`src/rtl/amq_pkg.sv`:
```
// shared types and constants for the absmax int8 vector quantizer
// no dependencies

package amq_pkg;

    localparam int MAX_WORDS = 64;
    localparam int LANES     = 8;
    localparam int ADDR_W    = $clog2(MAX_WORDS);
    localparam int CNT_W     = $clog2(MAX_WORDS + 1);
    localparam int LANE_W    = (LANES > 1) ? $clog2(LANES) : 1;
    localparam int QBITS     = 8;

    localparam logic [1:0] REG_BIASED_MODE = 2'd0;

    typedef struct packed {
        logic [15:0] sample_0;
        logic [15:0] sample_1;
        logic [15:0] sample_2;
        logic [15:0] sample_3;
        logic [15:0] sample_4;
        logic [15:0] sample_5;
        logic [15:0] sample_6;
        logic [15:0] sample_7;
        logic [3:0]  in_lanes_valid;
        logic        in_last;
    } in_item_t;

    typedef struct packed {
        logic [7:0]  code_0;
        logic [7:0]  code_1;
        logic [7:0]  code_2;
        logic [7:0]  code_3;
        logic [7:0]  code_4;
        logic [7:0]  code_5;
        logic [7:0]  code_6;
        logic [7:0]  code_7;
        logic [3:0]  out_lanes_valid;
        logic [15:0] abs_max;
        logic        out_last;
        logic        overflow;
    } out_item_t;

    typedef enum logic [2:0] {
        ST_LOAD,
        ST_READ,
        ST_WAIT,
        ST_DIV,
        ST_NEXT,
        ST_OUT
    } state_t;

    // divider control and status
    typedef struct packed {
        logic        start;
        logic [16:0] mag;
        logic [16:0] amax;
    } div_req_t;

    typedef struct packed {
        logic       done;
        logic [7:0] q;
    } div_rsp_t;

endpackage

```
`src/rtl/amq_divider.sv`:
```
// restoring divider, one quotient bit per cycle: (254*mag + amax) / (2*amax)
// quotient saturated to 128; uses amq_pkg

module amq_divider (
    input  logic              clk,
    input  logic              rst_n,
    input  amq_pkg::div_req_t req,
    output amq_pkg::div_rsp_t rsp
);
    import amq_pkg::*;

    // quotient never above 128, so 8 bits plus a saturation check
    localparam int STEPS = QBITS + 1;

    logic [24:0] rem_reg, rem_next;
    logic [17:0] den_reg, den_next;
    logic [8:0]  quo_reg, quo_next;
    logic [3:0]  cnt_reg, cnt_next;
    logic        busy_reg, busy_next;
    logic        done_reg;
    logic [25:0] trial;
    logic [25:0] shifted_den;

    always_comb
    begin
        rem_next    = rem_reg;
        den_next    = den_reg;
        quo_next    = quo_reg;
        cnt_next    = cnt_reg;
        busy_next   = busy_reg;
        shifted_den = {8'd0, den_reg} << cnt_reg;
        trial       = {1'b0, rem_reg} - shifted_den;
        rsp.done    = done_reg;
        rsp.q       = (quo_reg > 9'd128) ? 8'd128 : quo_reg[7:0];
        if (req.start)
        begin
            rem_next  = {8'd0, req.mag} * 25'd254 + {8'd0, req.amax};
            den_next  = {req.amax, 1'b0};
            quo_next  = '0;
            cnt_next  = 4'(STEPS - 1);
            busy_next = 1'b1;
        end
        else if (busy_reg)
        begin
            // one restoring subtract per cycle
            if (!trial[25])
            begin
                rem_next = trial[24:0];
                quo_next = quo_reg | (9'd1 << cnt_reg);
            end
            if (cnt_reg == 4'd0)
                busy_next = 1'b0;
            else
                cnt_next = cnt_reg - 4'd1;
        end
    end

    // done flag registered, raised in the cycle after the last step
    always_ff @(posedge clk or negedge rst_n)
    begin
        if (!rst_n)
        begin
            busy_reg <= 1'b0;
            cnt_reg  <= '0;
            done_reg <= 1'b0;
        end
        else
        begin
            busy_reg <= busy_next;
            cnt_reg  <= cnt_next;
            done_reg <= busy_reg && !busy_next && !req.start;
        end
    end

    always_ff @(posedge clk)
    begin
        rem_reg <= rem_next;
        den_reg <= den_next;
        quo_reg <= quo_next;
    end

endmodule

```
`config.mk`:
```
export PLATFORM = sky130hd
export DESIGN_NAME = amq_divider
export DESIGN_NICKNAME = d
export VERILOG_FILES = /design/src/rtl/amq_pkg.sv /design/src/rtl/amq_divider.sv
export SDC_FILE = /design/constraint.sdc
export NUM_CORES = 1
export LEC_CHECK = 0
export ABC_AREA = 1
export BUFFER_PORTS_ARGS = -buffer_cell sky130_fd_sc_hd__buf_2
export CORE_MARGIN = 5
export CORE_UTILIZATION = 55
export DETAILED_ROUTE_END_ITERATION = 10
export PLACE_DENSITY_LB_ADDON = 0.1
export SETUP_SLACK_MARGIN = 0.02
export SLEW_MARGIN = 10
export SYNTH_ARGS = -nofsm -noshare
export SYNTH_HDL_FRONTEND = slang
export SYNTH_SLANG_ARGS = --single-unit
```
`constraint.sdc`:
```
create_clock -name clk -period 3.8 [get_ports clk]
set_clock_uncertainty 0.2 [all_clocks]
set_input_delay 0.38 -clock clk [delete_from_list [all_inputs] [get_ports clk]]
set_output_delay 0.38 -clock clk [all_outputs]
set_load 0.03 [all_outputs]
```
==> results.sh, run 1 <==
export IMPL_dpl_worst_slack_ns=-1.92
export IMPL_dieArea_um2=18100
export IMPL_cp_slowest_stage_delay_ns=0.61
export IMPL_wl_met2_mm=13.8
export IMPL_ant_nets=0
export IMPL_antenna_diode_count=0
export IMPL_row_count=45
export IMPL_nNetsFinal=1694
export IMPL_grt_ovfl_total=0
export IMPL_drive_gt1_share_pct=32.7
export IMPL_seq_area_frac_synth_pct=18.3
export IMPL_firstDrtPassIters=5
export IMPL_numCtsBuffers=5
export IMPL_violations="negative setup slack"
export IMPL_critPathLaunchType="input pin"
export IMPL_wl_met1_mm=10.7
export IMPL_dpl_cell_count=1649
export IMPL_ios=46
export IMPL_ys_top_cells_by_area="edfxtp_1 (14%), fa_1 (14%), ha_1 (13%)"
export IMPL_grt_pass1_vias=9031
export IMPL_drt_iter0_drc=579
export IMPL_cp_slowest_cell="fa_1"
export IMPL_stdcell_count=1698
export IMPL_required_ns=3.65
export IMPL_synth_distinct_cells=43
export IMPL_path_max_fanout=4
export IMPL_grt_usage_pct=28.8
export IMPL_rsz0062_at_grt="yes"
export IMPL_yosysTopAreaCell="edfxtp_1"
export IMPL_synth_nets=1432
export IMPL_cpLargestDelayFamily="adder cells"
export IMPL_dr_wl_met3_um=909
export IMPL_via_count=9120
export IMPL_cts_tree="done"
export IMPL_clk_latency_ns=0.30
export IMPL_worst_path_most_repeated_cell="a21oi_2"
export IMPL_hold_violations=0
export IMPL_synth_area_um2=8530
export IMPL_clock_fmax_mhz=188
export IMPL_wl_mm=26.6
export IMPL_finalMaxSlewViolations=0
export IMPL_crit_arrival_ns=5.16
export IMPL_whs_ns=0.0468
export IMPL_synth_seq_cells=56
export IMPL_synth_edf_count=41
export IMPL_dp_final_hpwl_mm=20.6
export IMPL_status="complete, but fails checks"
export IMPL_topRoutingLayerUsed="met4"
export IMPL_clk_pin_slew_ns=0.08
export IMPL_synthArstFlopShare_pct=10.7
export IMPL_cts_max_level=2
export IMPL_fin_crit_sh_pct=140
export IMPL_wire_per_inst_um=15.7
export IMPL_syn_inst=1247
export IMPL_grt_pass1_wl_mm=42.1
export IMPL_cts_buffer_depth=2
export IMPL_vias_per_cell=5.37
export IMPL_slew_headroom_pct=44.1
export IMPL_critPathBufInv=6
export IMPL_tightest_slew_ns=0.838
export IMPL_yosys_warnings=0
export IMPL_drc=0
export IMPL_fin_crit_ns=5.31
export IMPL_grt_max_degree=61
export IMPL_largest_register_ffs=24
export IMPL_cts_root_buf="clkbuf_16"
export IMPL_die_h_um=135
export IMPL_path_class="in2reg"
export IMPL_grt_antenna_before_repair=0
export IMPL_die_x_um=135
export IMPL_place_congestion=0.936
export IMPL_io_buffer_count=45
export IMPL_areaGrowthSynthToFinish_pct=37.9
export IMPL_synth_top_area_share_pct=14.4
export IMPL_endpoint_kind="register"
export IMPL_layout_setup_ws_ns=-1.51
export IMPL_initial_utilization_pct=56.1
export IMPL_synth_avg_cell_area_um2=6.84
export IMPL_finalSetupViolations=19
export IMPL_hold_class="in2reg"
export IMPL_design_core_area_um2=15200
export IMPL_cts_sinks=56
export IMPL_synthFlopType="edfxtp_1"
export IMPL_cap_viol_max_count=0
## worst register-to-register path: cells and delay by family, from the launching register on
| kind | cells | cell delay, ns |
|---|---|---|
| DFF | 1 | 0.47 |
| AOI/OAI and AO/OA | 5 | 0.77 |
| adders and majority gates | 1 | 0.32 |
| buffers and inverters | 2 | 0.26 |
| and+or+nand+nor | 11 | 1.37 |
## final timing paths
check | start | to | slack, ns | cells after the start
worst max-delay path | req[22] | rem_reg[23]$_DFFE_PP_ | -1.51 | 27
worst min-delay path | req[0] | den_reg[1]$_DFFE_PP_ | 0.05 | 1
worst max register to register | cnt_reg[0]$_DFFE_PN0P_ | rem_reg[24]$_DFFE_PP_ | 0.16 | 19
worst min register to register | quo_reg[3]$_SDFFE_PP0P_ | quo_reg[3]$_SDFFE_PP0P_ | 0.29 | 2
max in group asynchronous | rst_n | cnt_reg[0]$_DFFE_PN0P_ | 3.01 | 2
min in group asynchronous | rst_n | busy_reg$_DFF_PN0_ | 0.23 | 2
## logic make-up after synthesis
kind of cell    after synthesis  share of synthesized area, %
compound gates              229                          14.3
buf+inv                     262                          11.7
mux                           4                         0.469
fa+ha+maj                   148                          26.8
flops                        56                          18.3
xor+xnor                     27                          2.77
simple gates                521                          25.6
## metal layers
layer  track usage [%]  up-vias
li1                  -     4530
met1              34.0     4246
met2              53.5      262
met3              2.42       82
met4              12.0        0
met5                 0        -
## Yosys cell counts, types with 2 or more instances
cell type    n
nand2_1    299
inv_1      238
nor2_1      98
a21oi_1     96
o21ai_0     93
ha_1        90
nand3_1     61
fa_1        58
edfxtp_1    41
xor2_1      16
nand4_1     15
clkbuf_1    13
nand2_2     13
nor3_1      11
xnor2_1     11
dfxtp_1      9
o21ai_1      9
o21bai_1     8
or2_2        8
dfrtp_1      6
nor2_2       6
a22oi_1      4
mux2i_1      4
a21boi_0     3
a21o_1       3
a31oi_1      3
and2_1       3
buf_2        3
buf_4        3
o21a_1       3
clkinv_1     2
inv_2        2
nand3_2      2
nand3b_1     2
nor4_1       2
o22ai_1      2
## layout by cell type (no fill, tap or decap), drive strengths merged, types with 4 or more instances in the layout
cell type	synthesis	layout
edfxtp	41	41
dfxtp	9	9
a21oi	96	96
mux2i	4	4
o21ai	102	102
inv	240	239
nand2	312	312
nand3	63	63
nor2	104	104
or2	9	9
o21bai	8	8
a22oi	4	4
xor2	16	16
nand4	15	15
buf	7	273
fa	58	58
dfrtp	6	6
xnor2	11	11
clkbuf	13	7
nor3	11	11
ha	90	90
## stage by stage
step,setup TNS [ns],instance area [µm²],utilization (%)
final,-23.55,11800,77.4
after floorplan,-19.06,8700,-
after detailed placement,-30.31,10500,69.3
after global placement,-29.20,10500,69.3
after CTS,-20.48,11300,74.3
after global routing,-28.05,11800,77.4
## final cells by class
| type | instances | area (µm²) |
|---|---|---|
| Sequential cell | 56 | 1560 |
| Timing Repair Buffer | 275 | 2060 |
| Multi-Input combinational cell | 929 | 6830 |
| Clock inverter | 2 | 13.8 |
| Tap cell | 188 | 235 |
| Fill cell | 1127 | 3440 |
| Inverter | 242 | 933 |
| Clock buffer | 6 | 129 |
## what timing repair did
| action | in CTS | in global routing |
|---|---|---|
| setup endpoints to repair | 39 | 53 |
| pin swaps | 62 | 32 |
| buffers inserted | 32 | 10 |
| hold buffers | 1 | 0 |
| resized for setup | 103 | 124 |
| hold endpoints to repair | 6 | 0 |
Power of run 1 is not shown: default switching activity piles up to over one toggle a cycle in this logic, so the estimate is an artifact.
==> inputs of run 2 (changes only) <==
--- a/config.mk
+++ b/config.mk
@@ -10,6 +10,7 @@
 export CORE_MARGIN = 5
 export CORE_UTILIZATION = 55
 export DETAILED_ROUTE_END_ITERATION = 10
+export GPL_TIMING_DRIVEN = 0
 export PLACE_DENSITY_LB_ADDON = 0.1
 export SETUP_SLACK_MARGIN = 0.02
 export SLEW_MARGIN = 10
==> run 2 against run 1 <==
Effect of this change: the run still ends with negative setup slack left; first-iteration DRC count rose by 21%; global-route usage down 3.5 points; clock-buffer cell count unchanged; setup slack got worse by 0.13 ns; critical endpoint unchanged; highest routed layer unchanged.
==> results.sh, run 2 (synthesis gave the netlist of run 1 again) <==
export IMPL_design_core_area_um2=15200
export IMPL_drc=0
export IMPL_finalSetupViolations=19
export IMPL_grt_ovfl_total=0
export IMPL_dpl_cell_count=1480
export IMPL_dp_final_hpwl_mm=18.6
export IMPL_clk_latency_ns=0.30
export IMPL_cts_buffer_depth=2
export IMPL_status="complete, but fails checks"
export IMPL_path_max_fanout=4
export IMPL_ios=46
export IMPL_grt_pass1_wl_mm=37.2
export IMPL_violations="negative setup slack"
export IMPL_fin_crit_ns=5.45
export IMPL_ant_nets=0
export IMPL_io_buffer_count=45
export IMPL_via_count=8505
export IMPL_numCtsBuffers=5
export IMPL_cts_max_level=2
export IMPL_layout_common_cells="nand2_1 (259), inv_1 (206), nor2_1 (83)"
export IMPL_whs_path_depth=1
export IMPL_areaGrowthSynthToFinish_pct=26.6
export IMPL_required_ns=3.66
export IMPL_grt_max_degree=19
export IMPL_slew_headroom_pct=35.0
export IMPL_critPathLaunchType="input pin"
export IMPL_grt_pass1_vias=7861
export IMPL_wire_per_inst_um=16.0
export IMPL_crit_arrival_ns=5.31
export IMPL_grt_usage_pct=25.3
export IMPL_fin_crit_sh_pct=143
export IMPL_drt_iter0_drc=703
export IMPL_setup_tns_final_ns=-24.63
export IMPL_rr_worst_depth=16
export IMPL_place_congestion=0.939
export IMPL_largest_register_ffs=24
export IMPL_grt_antenna_before_repair=0
export IMPL_final_common_cell="nand2_1"
export IMPL_row_count=45
export IMPL_nNetsFinal=1553
export IMPL_layout_setup_ws_ns=-1.65
export IMPL_hold_violations=0
export IMPL_cts_tree="done"
export IMPL_path_class="in2reg"
export IMPL_cts_root_buf="clkbuf_16"
export IMPL_antenna_diode_count=0
export IMPL_rsz0062_at_grt="yes"
export IMPL_dieArea_um2=18100
export IMPL_die_x_um=135
export IMPL_tightest_slew_ns=0.975
export IMPL_endpoint_kind="register"
export IMPL_initial_utilization_pct=56.1
export IMPL_clock_fmax_mhz=184
export IMPL_drive_gt1_share_pct=26.3
export IMPL_wl_mm=24.9
export IMPL_firstDrtPassIters=5
export IMPL_finalMaxSlewViolations=0
export IMPL_cap_viol_max_count=0
export IMPL_cts_sinks=56
export IMPL_stdcell_count=1557
export IMPL_die_h_um=135
export IMPL_whs_ns=0.0506
export IMPL_hold_class="in2reg"
export IMPL_clk_pin_slew_ns=0.08
export IMPL_vias_per_cell=5.46
## run 2: layout make-up
class,count,area (µm²)
multi-input cells,930,6980
fillers,1236,4400
flip-flops and latches,56,1560
inverters,242,938
repair buffers,113,810
well taps,188,235
clock buffers,6,129
plain buffers,20,124
clock inverters,2,13.8
## run 2: critical path: stages
cell        delay, ns
buf_6            0.08
clkinvlp_4       0.12
buf_6            0.14
fa_2             0.48
fa_1             0.59
inv_2            0.05
ha_4             0.23
xor2_2           0.18
fa_1             0.54
inv_2            0.05
ha_4             0.32
nand2_4          0.08
nor2_4           0.14
nand3_2          0.14
nand2_4          0.11
a21oi_2          0.06
xnor2_1          0.14
ha_1             0.34
nand2_2          0.11
a21oi_2          0.04
a211oi_2         0.23
o21ai_1          0.11
a21oi_2          0.26
nor2_2           0.10
nand3_1          0.09
nand2_1          0.06
nand3_2          0.08
nand2_1          0.05
## run 2: path summary, 6_finish.rpt
check	from	end	slack [ns]
setup / recovery	req[22]	rem_reg[23]$_DFFE_PP_	-1.65
hold / removal	req[0]	den_reg[1]$_DFFE_PP_	0.05
setup reg to reg	cnt_reg[1]$_DFFE_PN0P_	rem_reg[6]$_DFFE_PP_	0.07
hold reg to reg	quo_reg[5]$_SDFFE_PP0P_	quo_reg[5]$_SDFFE_PP0P_	0.28
max in group asynchronous	rst_n	cnt_reg[0]$_DFFE_PN0P_	3.02
min in group asynchronous	rst_n	cnt_reg[3]$_DFFE_PN0P_	0.22
## run 2: metrics by stage
stage                     util, %  setup slack, ns  area, µm²
after detailed placement     60.3            -2.09       9160
after global placement       60.3            -2.02       9160
after global routing         71.0            -1.87      10800
after floorplan                 -            -1.34       8700
final                        71.0            -1.65      10800
after CTS                    65.3            -1.47       9930
## run 2: layer usage
| layer | vias to the layer above | track usage, % | wire (µm) |
|---|---|---|---|
| met5 | - | 0 | 0 |
| met1 | 3902 | 31.1 | 9990 |
| met2 | 284 | 47.2 | 12700 |
| li1 | 4235 | - | - |
| met4 | 0 | 7.98 | 1150 |
| met3 | 84 | 1.60 | 1010 |
## run 2: repair_timing
| item | CTS | global route |
|---|---|---|
| pin swaps | 46 | 90 |
| endpoints found under the setup margin | 52 | 53 |
| hold buffers | 1 | 0 |
| setup buffers | 38 | 29 |
| cloned | 1 | 0 |
| hold endpoints to repair | 6 | 0 |
| gates resized for setup | 92 | 171 |
Power of run 2 is left out for the same reason.
==> inputs of run 3 (changes only) <==
--- a/config.mk
+++ b/config.mk
@@ -12,7 +12,7 @@
 export DETAILED_ROUTE_END_ITERATION = 10
 export GPL_TIMING_DRIVEN = 0
 export PLACE_DENSITY_LB_ADDON = 0.1
-export SETUP_SLACK_MARGIN = 0.02
+export SETUP_SLACK_MARGIN = 0.4
 export SLEW_MARGIN = 10
 export SYNTH_ARGS = -nofsm -noshare
 export SYNTH_HDL_FRONTEND = slang
==> run 3 against run 2 <==
Effect of this change: the flow still finishes with violations (negative setup slack); critical path depth decreased by 3; die area unchanged; sequential share of layout area grew 0.55 points; register-to-register slack got worse by 0.26 ns.
==> results.sh, run 3 (synthesis gave the netlist of run 1 again) <==
export IMPL_via_count=8480
export IMPL_dp_final_hpwl_mm=19.0
export IMPL_drive_gt1_share_pct=22.2
export IMPL_tightest_slew_ns=0.721
export IMPL_clock_fmax_mhz=186
export IMPL_hold_class="in2reg"
export IMPL_finalMaxSlewViolations=0
export IMPL_areaGrowthSynthToFinish_pct=22.0
export IMPL_endpoint_kind="register"
export IMPL_cap_viol_max_count=0
export IMPL_cts_max_level=2
export IMPL_slew_headroom_pct=51.5
export IMPL_antenna_diode_count=0
export IMPL_grt_antenna_before_repair=0
export IMPL_r2r_start="cnt_reg[0]$_DFFE_PN0P_"
export IMPL_clk_pin_slew_ns=0.08
export IMPL_numCtsBuffers=5
export IMPL_cts_sinks=56
export IMPL_finalSetupViolations=43
export IMPL_ant_nets=0
export IMPL_drt_iter0_drc=585
export IMPL_grt_max_degree=25
export IMPL_fin_crit_ns=5.38
export IMPL_firstDrtPassIters=5
export IMPL_clk_latency_ns=0.31
export IMPL_nNetsFinal=1536
export IMPL_io_buffer_count=45
export IMPL_grt_ovfl_total=0
export IMPL_layout_setup_ws_ns=-1.58
export IMPL_layout_common_cells="nand2_1 (268), inv_1 (213), nor2_1 (89)"
export IMPL_rsz0062_at_grt="yes"
export IMPL_grt_pass1_vias=8011
export IMPL_cts_root_buf="clkbuf_16"
export IMPL_ios=46
export IMPL_grt_usage_pct=25.9
export IMPL_post_route_util_pct=68.4
export IMPL_cts_buffer_depth=2
export IMPL_grt_pass1_wl_mm=37.9
export IMPL_cts_tree="done"
export IMPL_startpoint="req[22]"
export IMPL_initial_utilization_pct=56.1
export IMPL_crit_arrival_ns=5.24
export IMPL_final_common_cell="nand2_1"
export IMPL_status="complete, but fails checks"
export IMPL_wire_per_inst_um=15.9
export IMPL_design_core_area_um2=15200
export IMPL_place_congestion=0.955
export IMPL_die_x_um=135
export IMPL_dpl_instance_area_um2=9170
export IMPL_dieArea_um2=18100
export IMPL_min_delay_start="req[0]"
export IMPL_wl_mm=24.5
export IMPL_path_class="in2reg"
export IMPL_fin_crit_sh_pct=141
export IMPL_violations="negative setup slack"
export IMPL_critPathLaunchType="input pin"
export IMPL_largest_register_ffs=24
export IMPL_vias_per_cell=5.51
export IMPL_path_max_fanout=4
export IMPL_hold_violations=0
export IMPL_die_h_um=135
export IMPL_row_count=45
export IMPL_post_route_cell_area_um2=10400
export IMPL_drc=0
export IMPL_required_ns=3.67
## run 3: cell types whose count changed in the layout (fill, tap and decap cells not counted), sizes merged
cell and change:
bufinv -1, nand2 -1, inv +2, clkbuf +1
buf -18
## run 3: worst max-delay path, stage by stage
cell and delay [ns]:
buf_6 0.07, clkinvlp_4 0.13, fa_2 0.61, buf_4 0.12
fa_1 0.44, fa_1 0.48, fa_1 0.49, inv_1 0.06
ha_4 0.27, nand2_4 0.09, inv_1 0.07, a21oi_4 0.19
o21bai_4 0.10, a21oi_2 0.12, xnor2_1 0.15, ha_1 0.31
buf_6 0.13, a211oi_2 0.27, o21ai_1 0.15, a21oi_2 0.25
nor2_2 0.08, nand3_1 0.08, nand2_1 0.06, nand3_2 0.08
nand2_2 0.05
## run 3: layout make-up
cell class,count,area [µm²]
Multi-Input combinational cell,929,6760
Fill cell,1293,4800
Sequential cell,56,1560
Inverter,242,922
Timing Repair Buffer,97,676
Tap cell,188,235
Clock buffer,5,125
Buffer,20,104
Clock inverter,3,17.5
## run 3: repair_timing
| item | CTS | global route |
|---|---|---|
| setup endpoints to repair | 54 | 54 |
| resized for setup | 62 | 129 |
| pin swaps | 38 | 55 |
| hold buffers | 1 | 0 |
| setup buffers | 26 | 25 |
| hold endpoints to repair | 6 | 0 |
## run 3: final timing paths
path / endpoint / slack, ns / depth (start not counted)
max in group asynchronous: cnt_reg[1]$_DFFE_PN0P_ / 3.01 / 2
hold / removal: den_reg[1]$_DFFE_PP_ / 0.04 / 1
setup reg to reg: rem_reg[24]$_DFFE_PP_ / -0.19 / 20
min in group asynchronous: busy_reg$_DFF_PN0_ / 0.22 / 2
hold reg to reg: quo_reg[1]$_SDFFE_PP0P_ / 0.29 / 2
setup / recovery: rem_reg[23]$_DFFE_PP_ / -1.58 / 25
## run 3: layer usage
metal,track usage (%),vias to the layer above,routed length (µm)
met4,10.5,0,1390
met3,1.86,101,852
met2,48.4,252,12300
met5,0,-,0
met1,30.8,3913,9920
li1,-,4214,-
## run 3: per-stage QoR
| step | std cells | hold WS [ns] | setup WS (ns) | TNS (ns) |
|---|---|---|---|---|
| global route | 1540 | 0.0496 | -1.77 | -37.40 |
| detailed placement | 1480 | 0.0133 | -2.08 | -47.68 |
| CTS | 1515 | 0.0488 | -1.48 | -31.10 |
| finish | 1540 | 0.0421 | -1.58 | -27.70 |
| floorplan | 1247 | -0.116 | -1.34 | -19.04 |
| global placement | 1480 | 0.0131 | -2.03 | -46.70 |
Power of run 3 is left out for the same reason.
